===== src/hdl/ibf_pkg.sv =====
package ibf_pkg;
    localparam logic [1:0] CMD_BYTE   = 2'd0;
    localparam logic [1:0] CMD_INSERT = 2'd1;
    localparam logic [1:0] CMD_REMOVE = 2'd2;
    localparam logic [1:0] ST_OK       = 2'd0;
    localparam logic [1:0] ST_FULL     = 2'd1;
    localparam logic [1:0] ST_NOTFOUND = 2'd2;
    localparam logic [15:0] ETHERTYPE_IPV4 = 16'h0800;
    localparam logic [7:0]  PROTO_TCP      = 8'd6;
    localparam logic [7:0]  PROTO_UDP      = 8'd17;
    localparam logic [11:0] POS_MAX        = 12'd4095;

    typedef struct packed {
        logic scan_start;  // begin a sweep of the table
        logic is_insert;
        logic is_remove;
        logic is_lookup;
    } t_cmd;

    typedef struct packed {
        logic       scan_done;
        logic       hit;
        logic       free_found;
        logic       clear_done;
    } t_status;
endpackage


===== src/hdl/ibf_ctrl.sv =====
module ibf_ctrl
    import ibf_pkg::*;
(
    input  logic    i_clk,
    input  logic    i_rst_n,
    input  logic    i_valid,
    input  logic [1:0] i_cmd,
    input  logic    i_last,
    input  logic    i_event,
    input  logic    i_out_ready,
    input  t_status i_status,
    output logic    o_ready,
    output logic    o_take,
    output logic    o_capture,
    output t_cmd    o_tcmd,
    output logic    o_out_valid,
    output logic [1:0] o_tstatus,
    output logic    o_drop
);
    localparam logic [1:0] S_IDLE = 2'd0, S_SCAN = 2'd1, S_OUT = 2'd2;
    logic [1:0] r_state, n_state;
    logic       r_ins, r_rem, r_look;
    logic       acc;

    assign o_ready = (r_state == S_IDLE) && i_status.clear_done;
    assign acc = i_valid && o_ready;
    assign o_take = acc && i_cmd == CMD_BYTE;
    assign o_capture = acc && (i_cmd == CMD_INSERT || i_cmd == CMD_REMOVE
                               || (i_cmd == CMD_BYTE && i_last));
    assign o_out_valid = r_state == S_OUT;
    assign o_tcmd = '{scan_start: r_state == S_SCAN, is_insert: r_ins,
                      is_remove: r_rem, is_lookup: r_look};

    // sequence: capture, sweep the table when needed, then present result
    always_comb begin
        n_state = r_state;
        case (r_state)
            S_IDLE: if (o_capture)
                n_state = (i_cmd != CMD_BYTE || i_event) ? S_SCAN : S_OUT;
            S_SCAN: if (i_status.scan_done) n_state = S_OUT;
            S_OUT:  if (i_out_ready) n_state = S_IDLE;
            default: n_state = S_IDLE;
        endcase
    end

    always_ff @(posedge i_clk) begin
        if (!i_rst_n) begin
            r_state <= S_IDLE; r_ins <= 1'b0; r_rem <= 1'b0; r_look <= 1'b0;
            o_tstatus <= ST_OK; o_drop <= 1'b0;
        end else begin
            r_state <= n_state;
            if (o_capture) begin
                r_ins <= i_cmd == CMD_INSERT; r_rem <= i_cmd == CMD_REMOVE;
                r_look <= i_cmd == CMD_BYTE;
                o_tstatus <= ST_OK; o_drop <= 1'b0;
            end
            if (r_state == S_SCAN && i_status.scan_done) begin
                if (r_look) o_drop <= i_status.hit;
                if (r_ins && !i_status.hit && !i_status.free_found) o_tstatus <= ST_FULL;
                if (r_rem && !i_status.hit) o_tstatus <= ST_NOTFOUND;
            end
        end
    end
endmodule


===== config.mk =====
export PLATFORM = sky130hd
export DESIGN_NAME = ibf_ctrl
export DESIGN_NICKNAME = d
export VERILOG_FILES = /design/src/hdl/ibf_pkg.sv /design/src/hdl/ibf_ctrl.sv
export SDC_FILE = /design/constraint.sdc
export NUM_CORES = 1
export LEC_CHECK = 0
export ABC_AREA = 0
export BUFFER_PORTS_ARGS = -buffer_cell sky130_fd_sc_hd__buf_2
export CELL_PAD_IN_SITES_DETAIL_PLACEMENT = 0
export CELL_PAD_IN_SITES_GLOBAL_PLACEMENT = 1
export CORE_MARGIN = 2
export CORE_UTILIZATION = 33
export CTS_CLUSTER_DIAMETER = 40
export DETAILED_ROUTE_END_ITERATION = 10
export GPL_ROUTABILITY_DRIVEN = 0
export PLACE_DENSITY_LB_ADDON = 0.08
export SLEW_MARGIN = 0
export SYNTH_ARGS = -nofsm -noshare
export SYNTH_HDL_FRONTEND = slang
export SYNTH_SLANG_ARGS = --single-unit

===== constraint.sdc =====
create_clock -name i_clk -period 3.75 [get_ports i_clk]
set_clock_uncertainty 0.2 [all_clocks]
set_input_delay 0.5625 -clock i_clk [delete_from_list [all_inputs] [get_ports i_clk]]
set_output_delay 0.5625 -clock i_clk [all_outputs]
set_load 0.005 [all_outputs]

Yosys cells after proc, flatten, opt, wreduce, memory -nomap -nowiden

Index checks and enable logic that the tools add are counted.

Register bits: 8
Input bits: 12
Output and inout bits: 11
Logic and storage cells: 43

Eq/ne operators: 7
Muxes and demuxes: 12
Reduce and logical (&&, ||, !) cells: 18

Operators by type and width:

| kind                                                             | count |
|---|---|
| 2-bit two-way mux                                                | 8 |
| 1-bit logical AND                                                | 9 |
| 2-bit inequality test (second input constant)                    | 3 |
| 2-bit one-hot mux with 3 select lines                            | 1 |
| 2-bit by 1-bit == test with 1-bit output (second input constant) | 2 |
| 2-bit == test (second input constant)                            | 2 |
| 2-bit logical NOT                                                | 2 |
| 1-bit logical OR                                                 | 3 |
| 1-bit two-way mux                                                | 3 |
| 3-bit AND reduction                                              | 1 |
| 1-bit logical NOT                                                | 2 |
| 2-bit nonzero test                                               | 1 |

Logic depth before layout (Yosys ltp)

Depth after elaboration: 8
Gate-level depth with buffers: 5

Worst setup path after synthesis

Ideal clock, no wire load.

Path type: input to output
Start point: in i_cmd[0]
End point: out o_capture
Arrival: 1.238 ns
Required time: 2.987 ns
Path slack: 1.750 ns
Cell stages on the path: 4
Buffers on the path: 0
Path through: inv_1 -> ha_1 -> a21oi_1 -> nor2_1

Longest elaborated chain between the ends: 4
Elaborated cells between the ends (all ways): 7
Classes of those cells: eq/ne: 2; reduce/logical: 5

RTL lines:

| what                                                                   | line                           | text |
|---|---|---|
| start: declaration                                                     | ibf_ctrl.sv:7                  | `input logic [1:0] i_cmd,` |
| 2-bit by 1-bit == test with 1-bit output, or another cell as far along | ibf_ctrl.sv:28                 | `assign o_capture = acc && (i_cmd == CMD_INSERT \|\| i_cmd == CMD_REMOVE` |
| 1-bit logical OR or 1-bit logical AND (tied branches)                  | ibf_ctrl.sv:28, ibf_ctrl.sv:29 |  |
| 1-bit logical OR (*)                                                   | ibf_ctrl.sv:29                 | `\|\| (i_cmd == CMD_BYTE && i_last));` |
| 1-bit logical AND (*)                                                  | ibf_ctrl.sv:28                 |  |
| end: declaration                                                       | ibf_ctrl.sv:14                 | `output logic o_capture,` |

Mark *: on every way between the ends. The rest lies on a longest branch, timed or not.

Final worst setup path

Same ends and word-level chain as after synthesis.

==> qor_table.md <==
| Step | Parameter | Reported |
|:---|:---|:---|
| status | Status | finished, final reports clean |
| placement | Placed cells | 87 |
| synthesis | Cell types with the highest counts after synthesis | sky130_fd_sc_hd__dfxtp_1 (8), sky130_fd_sc_hd__a21oi_1 (5), sky130_fd_sc_hd__inv_1 (5) |
| worst setup path | Cell chain of the critical path | buf_2 > inv_1 > ha_1 > a21oi_1 > nor2_1 > buf_2 |
| synthesis | Synth unique cells | 28 |
| synthesis | Register area share after synthesis | 0.333 |
| layout | Final net count | 92 |
| power and ir drop | Maximum VDD drop | 198 uV |
| timing | Final slew viol count | 0 |
| drt | Remaining antenna violation count | 0 |
| synthesis | Main synth FF type | sky130_fd_sc_hd__dfxtp_1 |
| floorplan | Number of rows in the core area | 13 |
| drt | Total DRC errors in the routed layout | 0 |
| worst setup path | Buffering stage count on the worst path with inverters included | 3 |
| clock network | Clk pin slew, worst setup/hold paths | 0.05 ns |
| floorplan | Placeable core area | 0.00133 mm2 |
| worst setup path | CP endpoint kind | primary output |
| worst setup path | Highest fanout seen on the critical path | 6 |
| synthesis | Syn_nets | 68 |
| drt | Total vias in the final route | 467 |
| synthesis | Mean post-synth cell area | 9.07 um2 |
| layout | Sequential cell area | 160 um2 |
| clock network | TritonCTS buffer count | 3 |
| synthesis | Netlist area before placement | 480 um2 |
| worst setup path | Critical path arrival | 1.60 ns |
| floorplan | Effective utilization at floorplan | 0.360 |
| power and ir drop | P_int | 138 uW |
| grt | Overflow left after global routing | 0 |
| floorplan | Chip height | 42.2 um |
| layout | Multi-input gate area | 279 um2 |
| placement | HPWL after DPL | 851 um |
| grt | Initial antenna violation count | 0 |
| power and ir drop | Sequential cell fraction of total power | 0.474 |
| synthesis | Top cells by area, synth | sky130_fd_sc_hd__dfxtp_1 (33%), sky130_fd_sc_hd__ha_1 (7.8%), sky130_fd_sc_hd__nand4bb_4 (5.7%) |
| worst setup path | Launching element type of the critical path | primary input |
| power and ir drop | Switching Fraction | 0.260 |
| power and ir drop | Power share of the clock group | 0.356 |
| power and ir drop | Fraction of power consumed by combinational cells | 0.170 |
| clock network | Clock tree from TritonCTS | built |
| floorplan | Die extent in x | 42.2 um |
| layout | Layout overhead on the synthesized area | 26.8% |
| grt | Maximum number of pins on one net before global-route repair | 8 |
| timing | Min cycle time layout | 2.37 ns |
| power and ir drop | Leakage power | 0.290 nW |
| layout | Antenna cell count | 0 |
| grt | GRT Resource Usage Total | 0.137 |
| synthesis | Post-synthesis cell count | 53 |
| floorplan | I/O pin cnt | 23 |
| run | Number of max-cap violations | 0 |
| worst setup path | Cell with the largest stage delay on the worst path | sky130_fd_sc_hd__a21oi_1 |
| clock network | Total number of clock tree sinks | 8 |
| drt | Initial drt markers | 4 |
| synthesis | Top cell type's share of synthesized area | 0.333 |
| clock network | Resize count post-CTS | 0 |
| worst setup path | Cell seen most often among critical-path stages | sky130_fd_sc_hd__buf_2 |
| clock network | Root Buffer | sky130_fd_sc_hd__clkbuf_4 |
| timing | Max Clock Freq | 423 MHz |
| power and ir drop | Areal power density over the cells | 306 mW/mm2 |
| drt | Via count normalized by instance count | 5.19 |
| synthesis | Number of enable flip-flop cells after synthesis | 0 |
| layout | Ratio of cells with drive above 1 in the final layout | 0.360 |
| synthesis | Biggest area consumer among synthesized cells | sky130_fd_sc_hd__dfxtp_1 |
| clock network | Clock buffer depth | 2 |
| synthesis | #FFs+latches synth | 8 |
| synthesis | Most frequently used cell type in the post-synthesis netlist | sky130_fd_sc_hd__dfxtp_1 |
| worst setup path | Top cell family by delay on the critical path | compound AO/OA/AOI/OAI gates |
| worst setup path | Longest individual stage delay on the worst path | 0.36 ns |
| worst setup path | Critical path start-end classification | in -> out |
| grt | Via count of the first global-routing pass | 438 |
| timing | Transition time at the pin with the least slew margin | 0.424 ns |
| timing | Setup tns final | 0 ns |
| floorplan | Area enclosed by the die boundary | 0.00178 mm2 |
| grt | Wire length of the first global-routing pass | 1820 um |
| clock network | Worst-Skew Late Latency | 0.26 ns |
| placement | Port-buffer cells | 22 |
| timing | Relative slew margins | 0.718 |
| timing | Final Hold Viols | 0 |
| placement | Instance area at placement | 587 um2 |
| drt | Post-DR wirelength/cell | 12.3 um |
| synthesis | Async S/R FF share, synth | 0 |
| clock network | Post-CTS setup buffer count | 0 |
| drt | Routed WL | 1110 um |
| drt | First-pass detailed-route iteration total | 4 |
| layout | Fill cell total of the finished layout | 146 |
| min path | Hold/Removal Path Class | reg -> reg |
| worst setup path | Worst Path Required | 2.99 ns |
| timing | Share of the clock period used by the worst path | 0.631 |
| layout | Final instance area | 609 um2 |
| timing | Count of endpoints failing setup in the final report | 0 |
| clock network | Number of H-tree levels | 1 |
| timing | Setup repair after global routing missed its margin | no |
| power and ir drop | Net switching power | 48.4 uW |
| clock network | Hold-fix buffer count after cts | 0 |
| synthesis | Count of warnings emitted by yosys | 0 |
| layout | Final instance count without filler cells | 90 |
power groups by stage:
stage	clock network [mW]	logic [mW]	registers (mW)
floorplan	0	0.0181	0.0898
global placement	0	0.0316	0.0903
detailed placement	0	0.0316	0.0903
CTS	0.0679	0.0318	0.0884
global route	0.0714	0.0354	0.0887
finish	0.0664	0.0316	0.0885
worst paths after layout:
kind                            cells past startpoint               startpoint  slack (ns)                       to
worst min register to register                      2  o_tstatus[1]$_SDFF_PN0_        0.27  o_tstatus[1]$_SDFF_PN0_
worst max-delay path                                6                 i_cmd[0]        1.38                o_capture
worst max register to register                      3  r_state[1]$_SDFFE_PN0P_        2.29  o_tstatus[1]$_SDFF_PN0_
worst min-delay path                                2  o_tstatus[1]$_SDFF_PN0_        0.27  o_tstatus[1]$_SDFF_PN0_
flip-flops by register name, summed over array words and instances, names as in the netlist:
| register | count |
|---|---|
| o_tstatus | 2 |
| r_state | 2 |
| r_rem | 1 |
| o_drop | 1 |
| r_ins | 1 |
| r_look | 1 |
cell usage in the layout (no fill, tap or decap), types with 2 or more instances in the layout:
master	netlist	routed
sky130_fd_sc_hd__a21oi_1	5	5
sky130_fd_sc_hd__buf_2	0	22
sky130_fd_sc_hd__clkbuf_4	0	3
sky130_fd_sc_hd__dfxtp_1	8	8
sky130_fd_sc_hd__ha_1	3	3
sky130_fd_sc_hd__inv_1	5	5
sky130_fd_sc_hd__nand2b_1	2	2
sky130_fd_sc_hd__nand3_1	3	3
sky130_fd_sc_hd__nor2_1	2	2
sky130_fd_sc_hd__o21ai_0	3	3
worst register-to-register path, cell delays in order (launching register included):
cell and delay [ns]:
sky130_fd_sc_hd__dfxtp_1 0.34, sky130_fd_sc_hd__nand3b_1 0.25, sky130_fd_sc_hd__nor4b_1 0.40, sky130_fd_sc_hd__o32ai_1 0.14
area by class of cell:
| type | instances | share of cell area |
|---|---|---|
| multi-input cells | 37 | 0.458 |
| well taps | 15 | 0.0308 |
| inverters | 5 | 0.0308 |
| flip-flops and latches | 8 | 0.263 |
| repair buffers | 22 | 0.181 |
| clock buffers | 3 | 0.0370 |
stage by stage:
stage	power [mW]	utilization	hold WS [ns]	setup slack, ns
2_1_floorplan	0.108	-	0.262	1.75
3_3_place_gp	0.122	0.440	0.262	1.42
3_5_place_dp	0.122	0.440	0.265	1.39
4_1_cts	0.188	0.457	0.272	1.39
5_1_grt	0.196	0.457	0.282	1.23
6_report	0.187	0.457	0.266	1.38
logic make-up after synthesis:
| kind of cell | Yosys count | synth area share |
|---|---|---|
| AOI/OAI and AO/OA | 15 | 0.203 |
| and+or+nand+nor | 19 | 0.300 |
| adders and majority gates | 3 | 0.0781 |
| buffers and inverters | 8 | 0.0859 |
| DFF | 8 | 0.333 |
per-layer routing:
layer  track usage  wire, um  up-vias  part of all wire
met5             0         0        -                 0
met2         0.225       503       15              0.45
li1              -         -      236                 -
met4        0.0375         0        0                 0
met3        0.0819        89        0             0.080
met1         0.148       514      216              0.46
(Power assumes the default switching activity.)
