===== config.mk =====
export PLATFORM = sky130hd
export DESIGN_NAME = ibf_parser
export DESIGN_NICKNAME = d
export VERILOG_FILES = /design/src/hdl/ibf_pkg.sv /design/src/hdl/ibf_parser.sv
export SDC_FILE = /design/constraint.sdc
export NUM_CORES = 1
export LEC_CHECK = 0
export BUFFER_PORTS_ARGS = -buffer_cell sky130_fd_sc_hd__buf_2
export CORE_UTILIZATION = 54
export CTS_BUF_LIST = sky130_fd_sc_hd__clkbuf_4 sky130_fd_sc_hd__clkbuf_8
export CTS_CLUSTER_DIAMETER = 50
export DETAILED_ROUTE_END_ITERATION = 8
export PLACE_DENSITY = 0.79
export SLEW_MARGIN = 20
export SYNTH_ARGS = -nofsm -noshare
export SYNTH_HDL_FRONTEND = slang
export SYNTH_SLANG_ARGS = --single-unit

===== constraint.sdc =====
create_clock -name i_clk -period 3.3 [get_ports i_clk]
set_input_delay 0.165 -clock i_clk [delete_from_list [all_inputs] [get_ports i_clk]]
set_output_delay 0.165 -clock i_clk [all_outputs]
set_load 0.01 [all_outputs]

===== src/hdl/ibf_pkg.sv =====
package ibf_pkg;
    localparam logic [1:0] CMD_BYTE   = 2'd0;
    localparam logic [1:0] CMD_INSERT = 2'd1;
    localparam logic [1:0] CMD_REMOVE = 2'd2;
    localparam logic [1:0] ST_OK       = 2'd0;
    localparam logic [1:0] ST_FULL     = 2'd1;
    localparam logic [1:0] ST_NOTFOUND = 2'd2;
    localparam logic [15:0] ETHERTYPE_IPV4 = 16'h0800;
    localparam logic [7:0]  PROTO_TCP      = 8'd6;
    localparam logic [7:0]  PROTO_UDP      = 8'd17;
    localparam logic [11:0] POS_MAX        = 12'd4095;

    typedef struct packed {
        logic scan_start;  // begin a sweep of the table
        logic is_insert;
        logic is_remove;
        logic is_lookup;
    } t_cmd;

    typedef struct packed {
        logic       scan_done;
        logic       hit;
        logic       free_found;
        logic       clear_done;
    } t_status;
endpackage


===== src/hdl/ibf_parser.sv =====
module ibf_parser
    import ibf_pkg::*;
(
    input  logic        i_clk,
    input  logic        i_rst_n,
    input  logic        i_take,
    input  logic [7:0]  i_byte,
    input  logic        i_last,
    output logic        o_event,
    output logic [31:0] o_src,
    output logic [31:0] o_dst,
    output logic [15:0] o_sport,
    output logic [15:0] o_dport,
    output logic [7:0]  o_proto
);
    logic [11:0] r_pos;
    logic [15:0] r_eth;
    logic [3:0]  r_ihl;
    logic [7:0]  r_proto;
    logic [31:0] r_src, r_dst;
    logic [15:0] r_sp, r_dp;
    logic [12:0] toff, len;
    logic [7:0]  n_proto;
    logic [3:0]  n_ihl;
    logic [15:0] n_eth;
    logic [31:0] n_src, n_dst;
    logic [15:0] n_sp, n_dp;

    // fields updated by the current byte, so the verdict sees them
    always_comb begin
        toff = 13'd14 + {7'd0, r_ihl, 2'b00};
        n_eth = r_eth; n_ihl = r_ihl; n_proto = r_proto;
        n_src = r_src; n_dst = r_dst; n_sp = r_sp; n_dp = r_dp;
        if (r_pos == 12'd12 || r_pos == 12'd13) n_eth = {r_eth[7:0], i_byte};
        if (r_pos == 12'd14) n_ihl = i_byte[3:0];
        if (r_pos == 12'd23) n_proto = i_byte;
        if (r_pos >= 12'd26 && r_pos <= 12'd29) n_src = {r_src[23:0], i_byte};
        if (r_pos >= 12'd30 && r_pos <= 12'd33) n_dst = {r_dst[23:0], i_byte};
        if (r_pos > 12'd14 && {1'b0, r_pos} >= toff && {1'b0, r_pos} < toff + 13'd2)
            n_sp = {r_sp[7:0], i_byte};
        if (r_pos > 12'd14 && {1'b0, r_pos} >= toff + 13'd2
            && {1'b0, r_pos} < toff + 13'd4)
            n_dp = {r_dp[7:0], i_byte};
        len = (r_pos == POS_MAX) ? {1'b0, r_pos} : {1'b0, r_pos} + 13'd1;
        o_event = len >= 13'd34 && n_eth == ETHERTYPE_IPV4 && r_ihl >= 4'd5;
        if (r_proto == PROTO_TCP && len < toff + 13'd20) o_event = 1'b0;
        if (r_proto == PROTO_UDP && len < toff + 13'd8)  o_event = 1'b0;
        o_src = n_src; o_dst = n_dst; o_proto = n_proto;
        o_sport = (n_proto == PROTO_TCP || n_proto == PROTO_UDP) ? n_sp : 16'd0;
        o_dport = (n_proto == PROTO_TCP || n_proto == PROTO_UDP) ? n_dp : 16'd0;
    end

    always_ff @(posedge i_clk) begin
        if (!i_rst_n || (i_take && i_last)) begin
            r_pos <= '0; r_eth <= '0; r_ihl <= '0; r_proto <= '0;
            r_src <= '0; r_dst <= '0; r_sp <= '0; r_dp <= '0;
        end else if (i_take) begin
            if (r_pos != POS_MAX) r_pos <= r_pos + 12'd1;
            r_eth <= n_eth; r_ihl <= n_ihl; r_proto <= n_proto;
            r_src <= n_src; r_dst <= n_dst; r_sp <= n_sp; r_dp <= n_dp;
        end
    end
endmodule


-- Word level (Yosys, flattened, before mapping)
Cells that the tools add are included.
- flip-flop bits (word level): 136
- bits in latches: 0
- memory bits (writable): 0
- bits in read-only memories: 0
- input bits: 12
- output and inout bits: 105
- word-level logic and storage cells: 67
- memories kept: 0
- $add $sub $neg: 7
- multiply operators: 0
- div/mod/pow operators: 0
- order comparisons: 13
- equality and inequality tests: 11
- shift-type cells: 0
- multiplexer cells: 11
- bitwise gates (word level): 0
- reduce and logical (&&, ||, !) cells: 17
- operator list (cell ; number):
    $mux 16 ; 5
    $mux 32 ; 2
    $eq 12x4->1 const B ; 3
    $lt 13x8->1 ; 2
    $ge 12x5->1 const B ; 2
    $eq 16x12->1 const B ; 1
    $eq 8x3->1 const B ; 2
    $eq 8x5->1 const B ; 2
    $add 12x1->13 const B ; 1
    $ge 13x6->1 const B ; 1
    $lt 12x13->1 ; 1
    $mux 13 ; 1
    $add 12x1->12 const B ; 1
    $eq 12x12->1 const B ; 1
    $eq 12x5->1 const B ; 1
    $ge 12x7->1 ; 1
    $ge 12x8->1 ; 1
    $gt 12x4->1 const B ; 1
    $le 12x5->1 const B ; 1
    $le 12x6->1 const B ; 1
    $lt 12x8->1 ; 1
    $ne 12x12->1 const B ; 1
    $logic_and 1x1->1 ; 11
    $add 7x2->8 const B ; 1
    other kinds (10) ; 14

-- Depth between registers and ports, before layout
Gate-level depths: netlist (run 1).
- depth after elaboration: 8
- depth in mapped cells: 16
- mapped depth without buffers: 13

-- Least setup slack after synthesis (run 1)
Ideal clock, no wire load.
- path kind: register to output
- from: register r_pos[4]
- to: output port o_event
- data arrival time: 3026 ps
- slack: 109 ps
- cell stages (with the launch flop): 13
- buffers on the path: 2
- path through: dfxtp_1 > clkbuf_1 > nand3_1 > or4_1 > clkbuf_1 > nand2_1 > ha_1 > a2111oi_0 > nand2_1 > nand3_1 > a211oi_1 > o211ai_1 > a221oi_1
- word-level cells in the longest chain between the ends: 8
- elaborated cells between the ends (all ways): 17
- ends and longest elaborated chain (element ; RTL line ; text):
    start: declaration ; ibf_parser.sv:16 ; logic [11:0] r_pos;
    start signal: assignment ; ibf_parser.sv:58 ; if (r_pos != POS_MAX) r_pos <= r_pos + 12'd1;
    branches (longest 7 deep; another with $add 12x1->13) ; - ;
    $mux 1 * ; ibf_parser.sv:47 ; if (r_proto == PROTO_UDP && len < toff + 13'd8) o_event = 1'b0;
    end: declaration ; ibf_parser.sv:9 ; output logic o_event,
Mark *: on every way between the ends.

-- Worst setup path after layout (run 1)
- from: register r_pos[3]
- to: output port o_event
The elaborated chain is that of the path after synthesis.

==> impl_results.md, run 1 <==
- Syn Nets: roughly 1000
- Height of the die: 121 microns
- Clock latency at the later pin of the worst-skew pair: between 400 and 500 ps
- Post-synth top area cell: dfxtp_1
- Worst vdd ir: roughly 0.00029 V
- Std-Cell Rows: 43
- Clock skew: approximately 11 ps
- DRC: 0
- All-layer global routing usage: around 28%
- Sw power: roughly 740 uW
- Vias in the first global route: ~6400
- Cell internal pwr: about 2500 uW
- Hold slack: between 90 and 100 ps
- Final Hold Fails: 0
- CTS Hold Buffers Added: 0
- Design area: approximately 0.0095 sq mm
- Placed cells: 1220
- Most common cell after layout, fill and taps aside: nand2_1
- DPL Wire Length: 13.2 mm
- Crit path kind: reg -> out
- #FFs+latches synth: around 140
- Clock power share: between 40% and 50%
- Top-area cell type share of the netlist area: 35.6%
- Netlist cell types: 53
- Crit-path max FO: 10
- Reported leakage power: 0.00385 uW
- Sw frac: between 20 and 25%
- Diodes inserted: 0
- Critical Path Source Type: flop
- Via-per-instance ratio: 5.75
- Die outline area: approximately 0.015 sq mm
- Asr flop ratio synth: 0%
- Combinational power share: about 5%
- Share of layout cells above drive strength 1: a little under a third
- Area delta synth->final: 24.1%
- Initial core utilization: between 50% and 60%
- RSZ-0062 raised after global routing: yes
- First-pass GRT wire length: approximately 32 mm
- Crit. Startpoint: r_pos[3]$_SDFFE_PP0P_
- # IOs: ~120
- Area contributors post-synth: dfxtp_1 (36%), mux2_2 (11%), nand2_1 (9.5%), a21oi_1 (8.1%), ha_1 (5.7%)
- Clock buffer depth: 2
- TritonCTS clock tree: yes
- Root Buffer: clkbuf_8
- Final Critical Period: around 3200 ps
- Non-filler cells, final: 1275
- Synth Instances: slightly below 1000
- Most frequent cells in the layout: nand2_1 (187), dfxtp_1 (128), a21oi_1 (123), buf_2 (117), mux2_2 (73)
- CTS clk-pin slew, worst paths: about 70 ps
- Max Used Layer: met4
- Drt pass-1 iters: 5
- Largest net degree at the start of global routing: 90
- Top_reg_cell synth: dfxtp_1
- Gr ovfl total: 0
- Sequential area share after synthesis: ~36%
- DRT iter0 DRCs: between 600 and 700
- TritonCTS buffer count: 17
- Hold Crit Class: in -> reg
- EDFF count, synth: 0
- Max-slew headroom: a little over half
- Seq pwr share: 51.4%
- # H-tree levels: 4
- DP Area: 0.00847 sq mm
- WP data arrival: around 3100 ps
- Final Cycle Share: a little over nine tenths
- Worst-Margin Slew: slightly above 700 ps
- Worst reg2reg startpoint: r_pos[2]$_SDFFE_PP0P_
- WL final: ~21 mm
- Final Wtd Congestion: 0.890
- Mapped Area: about 0.0077 sq mm
- Clock tree sinks: about 140
- Final net count: about 1100
- Die Wd: 121 microns
- Routed wl met2: 10.1 mm
- Finish-stage setup viols: 0
- Outcome: finished clean
- Port Buf Inserts: about 120
- Core Box Area: 0.0139 sq mm
- Metal3 WL: around 1.3 mm
- Routed length on met1: approximately 9.1 mm
- Slew Limit Fails: 0
- Routed len/inst: around 16 microns
- Via count: between 7000 and 8000
- Avg Inst Size Synth: 7.92 sq um
- Initial antenna violation count: 0
- Number of routed nets with antenna violations: 0
- Hold Path Origin: i_byte[7]
- Pwr Density: around 340 mW/mm^2
- Maxcap violations: 0
- Yosys Warn Count: 0
- Fmax: about 0.31 GHz
- Req. time, crit path: 3130 ps
- Crit. End Element: output port
## cells in the mapped netlist, drive strengths merged, types with 7 or more instances
cell type  number
a21oi         124
buf            19
clkbuf         58
dfxtp         136
ha             35
inv            16
mux2           73
mux2i          39
nand2         194
nand3          47
nor2           69
nor3           18
nor4            7
o21ai          44
or3            10
xnor2          10
xor2            9
## power groups by stage
stage / Clock, uW / Sequential (uW) / Combinational (uW)
floorplan: 0 / 1690 / 94.0
global placement: 0 / 1690 / 149
detailed placement: 0 / 1690 / 150
CTS: 1410 / 1650 / 154
global route: 1480 / 1650 / 170
finish: 1400 / 1650 / 160
## worst paths after layout
kind                      endpoint  slack (ps)  cells after the start
min reg2reg  r_dp[14]$_SDFFE_PP0P_         450                      2
min          r_src[7]$_SDFFE_PP0P_         100                      3
max reg2reg  r_dp[15]$_SDFFE_PP0P_         460                     11
max                        o_event          80                     13
## what timing repair did
item,4_1_cts,5_1_grt
pin swaps,8,33
gates resized for setup,38,61
endpoints found under the setup margin,33,33
gates cloned,1,0
buffers inserted,11,11
## cell type report
cell class | count | area (sq um)
Clock buffer | 24 | 318
Clock inverter | 8 | 92.6
Fill cell | 1123 | 4380
Inverter | 16 | 62.6
Multi-Input combinational cell | 737 | 4960
Sequential cell | 136 | 2740
Tap cell | 180 | 225
Timing Repair Buffer | 174 | 1100
## through the flow
step | utilization (%) | worst slack, ps | setup TNS (ps) | power, uW
2_1_floorplan | - | 109 | 0 | 1780
3_5_place_dp | 61.0 | 125 | 0 | 1840
3_3_place_gp | 61.0 | 233 | 0 | 1840
5_1_grt | 68.4 | -70.4 | -75.2 | 3300
6_report | 68.4 | 80.6 | 0 | 3210
4_1_cts | 65.6 | 2.30 | 0 | 3220
## cells by family (layout without fill, tap and decap cells)
family / after synthesis / count (layout) / share of synthesized area, %
AND/OR/NAND/NOR: 378 / 378 / 21.9
AO/OA/AOI/OAI: 193 / 193 / 13.9
flip-flops: 136 / 136 / 35.6
multiplexers: 112 / 112 / 15.8
buffers and inverters: 93 / 222 / 4.89
adder cells (fa/ha/maj): 35 / 35 / 5.72
XOR/XNOR: 19 / 19 / 2.17
## per-layer routing
layer,GRT usage (%),vias up
met3,6.16,36
met2,43.9,272
met4,10.3,0
li1,-,3568
met5,0,-
met1,37.7,3457
## flip-flops by register name, summed over array words and instances, names as in the netlist
| register | flops |
|---|---|
| r_src | 32 |
| r_dst | 32 |
| r_eth | 16 |
| r_proto | 8 |
| r_pos | 12 |
| r_ihl | 4 |
| r_sp | 16 |
| r_dp | 16 |
## critical path, stage by stage (launching register included)
cell and delay, ps:
dfxtp_2 360, buf_6 160, and4_4 240, nand2_1 80
xor2_1 250, nand2_2 90, ha_1 290, o211ai_1 90
o21ai_1 140, nand3_2 100, o31ai_4 240, o211ai_1 130
a221oi_1 270, buf_2 170
No activity file was read; power rests on OpenSTA's default activity.
==> run 2: changes to the inputs <==
CORE_ASPECT_RATIO = 1.1   (was unset)
==> run 2 against run 1 <==
Fmax decreased by 1.3%. Power decreased by 5.8%. Design area decreased by 3.0%. Highest routed layer unchanged. Register-to-register slack got worse by 80 ps. Sequential power about the same. Sequential share of layout area increased by 0.91 points. Critical path depth increased by 2. Wire length decreased by 2.0%. Count of clock-buffer cells in the layout decreased by 3. Final cell count decreased by 0.47%. First-iteration DRC count decreased by 16%.
==> impl_results.md, run 2 (synthesis gave the netlist of run 1 again) <==
- Critical Path Source Type: flop
- Crit-path max FO: 3
- Largest regs: r_dst (32), r_src (32)
- Height of the die: about 130 microns
- Gr ovfl total: 0
- Crit path kind: reg -> out
- # H-tree levels: 4
- Final Hold Fails: 0
- Clock buffer depth: 2
- Most frequent cells in the layout: nand2_1 (187), dfxtp_1 (126), a21oi_1 (122), buf_2 (117), mux2_2 (73)
- # IOs: 117
- Largest net degree at the start of global routing: 70
- RSZ-0062 raised after global routing: yes
- CTS clk-pin slew, worst paths: approximately 80 ps
- Port Buf Inserts: about 120
- DRT iter0 DRCs: between 500 and 600
- Drt pass-1 iters: 6
- Root Buffer: clkbuf_8
- Routed len/inst: between 15 and 20 microns
- Final Wtd Congestion: around 0.94
- # fillers: 1183
- Clock skew: 11.2 ps
- Die outline area: between 0.01 and 0.015 sq mm
- Crit-path max cell delay: between 300 and 400 ps
- Pwr Density: 328 mW/mm^2
- DRC: 0
- Worst-Margin Slew: approximately 780 ps
- CP cell instances: inv_2 > ha_4 > xor2_2 > buf_4 > ha_1 > a21o_1 > xor2_2 > ha_2 > a2111oi_4 > nand2_1 > nand3_1 > a211oi_2 > o211ai_1 > a221oi_2 > buf_2
- Maxcap violations: 0
- Area delta synth->final: 20.4%
- Max-slew headroom: a little under half
- Core Box Area: 0.0138 sq mm
- Std-Cell Rows: 45
- Number of routed nets with antenna violations: 0
- Crit. End Element: output port
- Req. time, crit path: between 3000 and 4000 ps
- Final Cycle Share: a little over nine tenths
- Clock tree sinks: 136
- Reported leakage power: 0.00371 uW
- CP delay by family, top: compound AO/OA/AOI/OAI gates
- WL final: between 20 and 25 mm
- Via count: just over 7000
- Final net count: approximately 1100
- Initial core utilization: between 50% and 60%
- Outcome: finished clean
- Most common cell after layout, fill and taps aside: nand2_1
- WP buf/inv: 3
- All-layer global routing usage: 27.9%
- Hold Crit Class: in -> reg
- Final Critical Period: between 3000 and 4000 ps
- Non-filler cells, final: ~1300
- Diodes inserted: 0
- Crit path top cell by count: xor2_2
- Finish-stage setup viols: 0
- Worst vdd ir: roughly 0.00024 V
- Via-per-instance ratio: between 5 and 6
- DPL Wire Length: ~13 mm
- TritonCTS clock tree: yes
- TritonCTS buffer count: 17
- Vias in the first global route: around 6600
- Slew Limit Fails: 0
- First-pass GRT wire length: roughly 33 mm
- Max stage delay cell, worst path: dfxtp_2
- Placed cells: ~1200
- Fmax: about 0.3 GHz
- WP data arrival: between 3000 and 4000 ps
- Die Wd: between 100 and 150 microns
- Initial antenna violation count: 0
- Setup TNS: 0 ps
- Share of layout cells above drive strength 1: a little under a third
- Clock latency at the later pin of the worst-skew pair: 440 ps
run 2: final timing paths:
kind                               from                     to  slack (ps)  depth (start not counted)
setup reg to reg  r_ihl[1]$_SDFFE_PP0P_   r_sp[1]$_SDFFE_PP0P_         380                         12
hold / removal                i_byte[7]  r_src[7]$_SDFFE_PP0P_         110                          3
setup / recovery  r_ihl[1]$_SDFFE_PP0P_                o_event          40                         15
hold reg to reg   r_dp[14]$_SDFFE_PP0P_  r_dp[14]$_SDFFE_PP0P_         450                          2
run 2: what timing repair did:
action	4_1_cts	5_1_grt
cloned	0	1
resized for setup	50	30
endpoints found under the setup margin	33	33
pin swaps	17	19
buffers inserted	5	6
hold buffers	0	0
run 2: report_power, final:
group | switching, uW | leakage, uW | internal [uW]
Combinational | 115 | 0.00244 | 42.3
Clock | 654 | 0.000173 | 562
Sequential | 5.65 | 0.00110 | 1640
Total | 775 | 0.00371 | 2250
run 2: per-stage QoR:
stage                     hold WS [ps]  utilization, %  power, uW  worst slack [ps]  cell area (sq um)
after detailed placement           445            61.4       1840               108               8460
after global routing               109            66.8       3120              -151               9220
final                              109            66.8       3020              37.3               9220
after global placement             437            61.4       1840               183               8460
after CTS                         86.8            65.5       3040             -4.12               9030
after floorplan                    431               -       1780               109               7650
run 2: routing by layer:
layer	GRT usage [%]	vias up	routed length (microns)
li1	-	3535	-
met1	36.8	3413	8960
met2	44.3	253	9960
met3	5.26	36	1090
met4	12.3	0	550
met5	0	-	0
run 2: area by class of cell:
type	count	area [sq um]	share of cell area (%)
multi-input combinational	737	4850	52.6
sequential	136	2740	29.8
tap	188	235	2.55
clock buffer	21	270	2.93
inverter	16	60.1	0.652
timing repair buffer	161	988	10.7
clock inverter	10	72.6	0.787
run 2: worst register-to-register path: stages (launching register included):
cell and delay, ps:
dfxtp_2 340, inv_2 60, ha_4 260, inv_1 130
ha_2 230, nand3_1 130, ha_4 250, a211oi_4 280
and2_1 170, buf_4 210, nand2_1 340, o21ai_0 300
a21oi_1 90
